### src/rtl/sqct_pkg.sv
// ============================================================================
// sqct_pkg : shared types and constants for the sprite quad corner transform
// Widths, polynomial coefficients, pipeline depths and register indexes.
// ============================================================================
package sqct_pkg;

  localparam int POS_W     = 24;
  localparam int UV_W      = 20;
  localparam int DEN_W     = 16;
  localparam int TSUM_W    = 25;
  localparam int DIV_STEPS = UV_W;
  localparam int DIV_LAT   = DIV_STEPS + 2;
  localparam int POS_STAGES = 8;
  localparam int RES_LAT   = DIV_LAT + 1;

  localparam int POLY_A  = 25736;
  localparam int POLY_B  = 10512;
  localparam int POLY_C  = 1160;
  localparam int Q14_ONE = 16384;

  typedef enum logic [1:0] {
    REG_ORIGIN_X       = 2'd0,
    REG_ORIGIN_Y       = 2'd1,
    REG_TEXTURE_WIDTH  = 2'd2,
    REG_TEXTURE_HEIGHT = 2'd3
  } cfg_reg_t;

  typedef logic [POS_W-1:0] pos_word_t;

  // clamp a widened position to the signed 24-bit range
  function automatic pos_word_t sat_pos(input logic signed [32:0] v);
    pos_word_t r;
    if (v > 33'sd8388607) begin
      r = 24'h7FFFFF;
    end else if (v < -33'sd8388608) begin
      r = 24'h800000;
    end else begin
      r = v[POS_W-1:0];
    end
    return r;
  endfunction

endpackage

### src/rtl/sqct_div.sv
// ============================================================================
// sqct_div : pipelined rounding divider for texture coordinates
// One restoring step per stage; quotient clamps to the Q12.8 maximum.
// ============================================================================
module sqct_div (
  input  logic                             clk,
  input  logic [sqct_pkg::TSUM_W-1:0]      num,
  input  logic [sqct_pkg::DEN_W-1:0]       den,
  output logic [sqct_pkg::UV_W-1:0]        quot
);

  localparam int N_W = sqct_pkg::TSUM_W + 9;
  localparam int R_W = sqct_pkg::DEN_W + sqct_pkg::UV_W;

  logic [N_W-1:0]              n0;
  logic [sqct_pkg::DEN_W-1:0]  d0;

  logic [R_W-1:0]              rem [0:sqct_pkg::DIV_STEPS];
  logic [sqct_pkg::UV_W-1:0]   qq  [0:sqct_pkg::DIV_STEPS];
  logic [sqct_pkg::DEN_W-1:0]  dd  [0:sqct_pkg::DIV_STEPS];
  logic                        ov  [0:sqct_pkg::DIV_STEPS];

  // numerator with half the divisor added for round half up
  always_ff @(posedge clk) begin
    n0 <= {1'b0, num, 8'b0} + N_W'(den >> 1);
    d0 <= den;
  end

  always_ff @(posedge clk) begin
    rem[0] <= R_W'(n0);
    dd[0]  <= d0;
    qq[0]  <= '0;
    ov[0]  <= R_W'(n0) >= {d0, {sqct_pkg::UV_W{1'b0}}};
  end

  for (genvar k = 1; k <= sqct_pkg::DIV_STEPS; k++) begin : g_step
    localparam int B = sqct_pkg::DIV_STEPS - k;
    logic [R_W-1:0] sub;
    assign sub = R_W'(dd[k-1]) << B;
    always_ff @(posedge clk) begin
      dd[k] <= dd[k-1];
      ov[k] <= ov[k-1];
      if (rem[k-1] >= sub) begin
        rem[k] <= rem[k-1] - sub;
        qq[k]  <= qq[k-1] | (sqct_pkg::UV_W'(1) << B);
      end else begin
        rem[k] <= rem[k-1];
        qq[k]  <= qq[k-1];
      end
    end
  end

  assign quot = ov[sqct_pkg::DIV_STEPS] ? '1 : qq[sqct_pkg::DIV_STEPS];

endmodule

### config.mk
export PLATFORM = sky130hd
export DESIGN_NAME = sqct_div
export DESIGN_NICKNAME = d
export VERILOG_FILES = /design/src/rtl/sqct_pkg.sv /design/src/rtl/sqct_div.sv
export SDC_FILE = /design/constraint.sdc
export NUM_CORES = 2
export LEC_CHECK = 0
export BUFFER_PORTS_ARGS = -buffer_cell sky130_fd_sc_hd__buf_2
export CORE_MARGIN = 3
export CORE_UTILIZATION = 50
export CTS_CLUSTER_DIAMETER = 150
export CTS_CLUSTER_SIZE = 10
export DETAILED_ROUTE_END_ITERATION = 12
export GPL_TIMING_DRIVEN = 1
export MAX_ROUTING_LAYER = met4
export PLACE_DENSITY = 0.68
export REMOVE_ABC_BUFFERS = 1
export SLEW_MARGIN = 15
export SYNTH_ARGS = -nofsm -noshare
export SYNTH_HDL_FRONTEND = slang
export SYNTH_SLANG_ARGS = --single-unit
### constraint.sdc
create_clock -name clk -period 2.9 [get_ports clk]
set_clock_uncertainty 0.05 [all_clocks]
set_input_delay 0.145 -clock clk [delete_from_list [all_inputs] [get_ports clk]]
set_output_delay 0.145 -clock clk [all_outputs]
set_load 0.01 [all_outputs]
==> summary.txt <==
Worst setup path
  • Worst R2R Path Depth: 12
  • Worst EP required: 3.51 ns
  • CP Launch Type: flop
  • Reg-to-Reg End: rem[4][140]
  • Worst setup EP type: flop
  • Peak fanout along the critical path: 3
  • Worst EP arrival: 3.66 ns
  • Kind of critical path: reg -> reg
  • Worst r2r src: dd[4][33]
  • Reg2reg setup slack: -0.15 ns

Finish
  • Multi-input logic area: 24300 um2
  • Commonest non-fill, non-tap cells in the layout: 1148 x dfxtp_1, 443 x buf_4, 405 x inv_1
  • Antenna cells: 0
  • Finished Layout Cells: 6845
  • Fillcell total: 7324
  • Area Overhead vs Synth: 25.7%
  • Nets@finish: 5977
  • Most common cell after layout, fill and taps aside: dfxtp_1
  • Register area: 23600 um2
  • Layout cell share with drive strength beyond 1: 21.3%

Global route
  • Vias in the first global route: 36.5k
  • First-pass GRT wire length: 181000 um
  • Largest net degree at the start of global routing: 30
  • Gr ovfl total: 0
  • Initial antenna violation count: 2
  • Total GRT Usage: 23.0%

Die
  • I/O pin cnt: 62
  • Die footprint: 99300 um2
  • Initial Util: 50.8%
  • Core Region: 94000 um2
  • Die X: 315 um
  • Row count: 112
  • Die H: 315 um

STA
  • Setup WS post-layout: -0.151 ns
  • Fin crit period: 3.05 ns
  • Fmax achieved: 328 MHz
  • Endpoints failing hold: 0
  • Final max-slew violation count: 0
  • Setup violations, final: 50
  • RSZ-0062 raised after global routing: true
  • Final period util: 105%
  • Slew HR: 50.2%
  • Worst-Margin Slew: 0.741 ns

Clock network
  • Max Buffers Root-to-Sink: 3
  • Htree depth: 4
  • Clock Root Buffer: clkbuf_16
  • Latest clock arrival within the worst-skew pair: 0.74 ns
  • Clk sink count: 1179
  • TritonCTS buffer count: 136
  • Clk slew on worst S/H paths: 0.06 ns
  • CTS tree: built

Drt
  • Post-DRT Antenna Nets: 0
  • DRC Markers: 0
  • Routed length per instance: 16.8 um
  • Final WL: 115000 um
  • Starting DRT DRC Count: 1928
  • Pre-antenna DRT Iters: 7
  • Vias/cell: 5.32
  • DR vias: 36.4k

Synth
  • Synth Flop Type: dfxtp_1
  • Syn Area/Cell: 9.79 um2
  • Ys async rst share: 0%
  • Netlist cell types: 87
  • Post-synth EDFFs: 0
  • Sequential-to-total area share from yosys stat: 49.4%
  • Syn Inst Count: 4879
  • Mapped Area: 47800 um2
  • Synth warn: 0
  • Seq cells post-synth: 1179

Run
  • Max cap viols: 0

Pwr
  • Peak VDD IR: 0.690 mV
  • Leak pwr: 26.6 nW
  • Pint: 42.6 mW
  • Sw Pwr: 23.1 mW
  • Sw Share: 35.1%
  • Clock share of power: 22.6%
  • Total design power: 65.7 mW
  • Sequential share of power: 36.7%
  • PwrDens: 1090 nW/um2
  • Comb pwr share: 40.7%

Worst hold path
  • WHS Path Cells: 3
  • Worst Hold End: n0[21]
  • Hold path start: num[13]
  • Hold/Removal Path Class: in -> reg

Placed design
  • Placed wire-length estimate: 82000 um
  • Worst slack, placed: -0.326 ns
  • Inst Count DP: 6560
  • Input/output buffers: 61
  • Placer Congestion: 0.907

Status
  • Failing checks: setup timing
  • Status: complete, but fails checks
## timing repair
action                                  in CTS  in global routing
pin swaps                                   48                115
hold buffers                                74                  0
buffers inserted                            22                 30
endpoints found under the hold margin       42                  0
gates cloned                                 4                  6
endpoints found under the setup margin     190                365
resized for setup                          120                406
## worst max path at each step
stage	slack (ns)	start	cells after the start	end
5_1_grt	-0.26	dd[4][33]	12	rem[4][140]
3_5_place_dp	-0.33	rem[1][85]	11	rem[1][142]
2_1_floorplan	-1.57	rem[2][136]	9	rem[3][33]
6_report	-0.15	dd[4][33]	12	rem[4][140]
4_1_cts	-0.13	dd[4][19]	13	rem[4][97]
3_3_place_gp	-0.26	dd[4][19]	13	rem[4][99]
## logic make-up (layout without fill, tap and decap cells)
family          after synthesis  in the layout  synth area share, %
flops                      1179           1179                 49.4
mux                          77             77                 1.83
compound gates             1028           1028                 13.3
buf+inv                     491           1203                 3.94
xor+xnor                    408            408                 7.48
simple gates               1336           1336                 14.3
fa+ha+maj                   360            360                 9.75
## layer usage
layer  global-route usage (%)  vias up  wire, um  share of wire (%)
met5                        -        -         0                  0
met4                     9.29        0      4140                3.6
met3                     3.42      284      4530                3.9
met2                     40.7      799     58500                 51
met1                     26.1    17100     47700                 42
li1                         -    18200         -                  -
## power by group through the flow
stage                     Clock (mW)  Sequential [mW]  Combinational (mW)
after floorplan                    0             23.0                17.0
after global placement             0             24.1                23.4
after detailed placement           0             24.1                23.8
after CTS                       15.2             23.9                24.8
after global routing            15.8             24.6                29.6
final                           14.8             24.1                26.7
## final cells by class
class	instances	share of cell area, %
Clock buffer	139	5.74
Clock inverter	15	0.492
Inverter	418	2.62
Multi-Input combinational cell	3209	40.4
Sequential cell	1179	39.4
Tap cell	1254	2.61
Timing Repair Buffer	631	8.69
## sequential cells by signal, indices dropped and copies added (netlist names)
register / flops
d0: 16
dd: 320
n0: 26
ov: 21
qq: 210
rem: 586
## cell usage after synthesis, drive strengths merged (13+ instances only)
cell type,n,area (um2)
a211o,14,123
a211oi,23,173
a21o,86,646
a21oi,334,1680
a31oi,16,100
and3,32,200
and4,13,114
buf,13,85.1
clkbuf,60,225
dfxtp,1179,23600
fa,20,400
ha,340,4250
inv,418,1570
mux2,75,856
nand2,303,1140
nand2b,71,444
nand3,63,320
nand4,56,357
nor2,315,1180
nor2b,67,419
nor3,125,626
nor3b,14,105
nor4,87,551
nor4b,20,190
o211ai,18,135
o21a,76,571
o21ai,281,1410
o21bai,26,195
o31a,23,201
o31ai,38,285
or2,51,319
or3,49,312
or4,27,210
xnor2,207,1810
xor2,201,1760
## metrics by stage
stage	hold WS, ns	utilization, %	TNS [ns]	area, um2
finish	0.137	63.8	-1.99	60000
global placement	0.197	56.1	-9.48	52800
CTS	0.0929	61.7	-0.593	58000
floorplan	0.123	-	-130.07	47400
global route	0.121	63.8	-11.29	60000
detailed placement	0.199	56.1	-15.12	52800
## critical path, cell delays in order (launching register included)
cell	delay [ns]
dfxtp_2	0.32
inv_2	0.04
ha_4	0.21
nor2b_4	0.12
o31a_1	0.30
o31a_1	0.31
a211o_1	0.30
a221oi_4	0.34
buf_4	0.18
o31ai_4	0.06
or3_4	0.38
nor4_4	0.17
xor2_1	0.20
(Power assumes the default switching activity.)
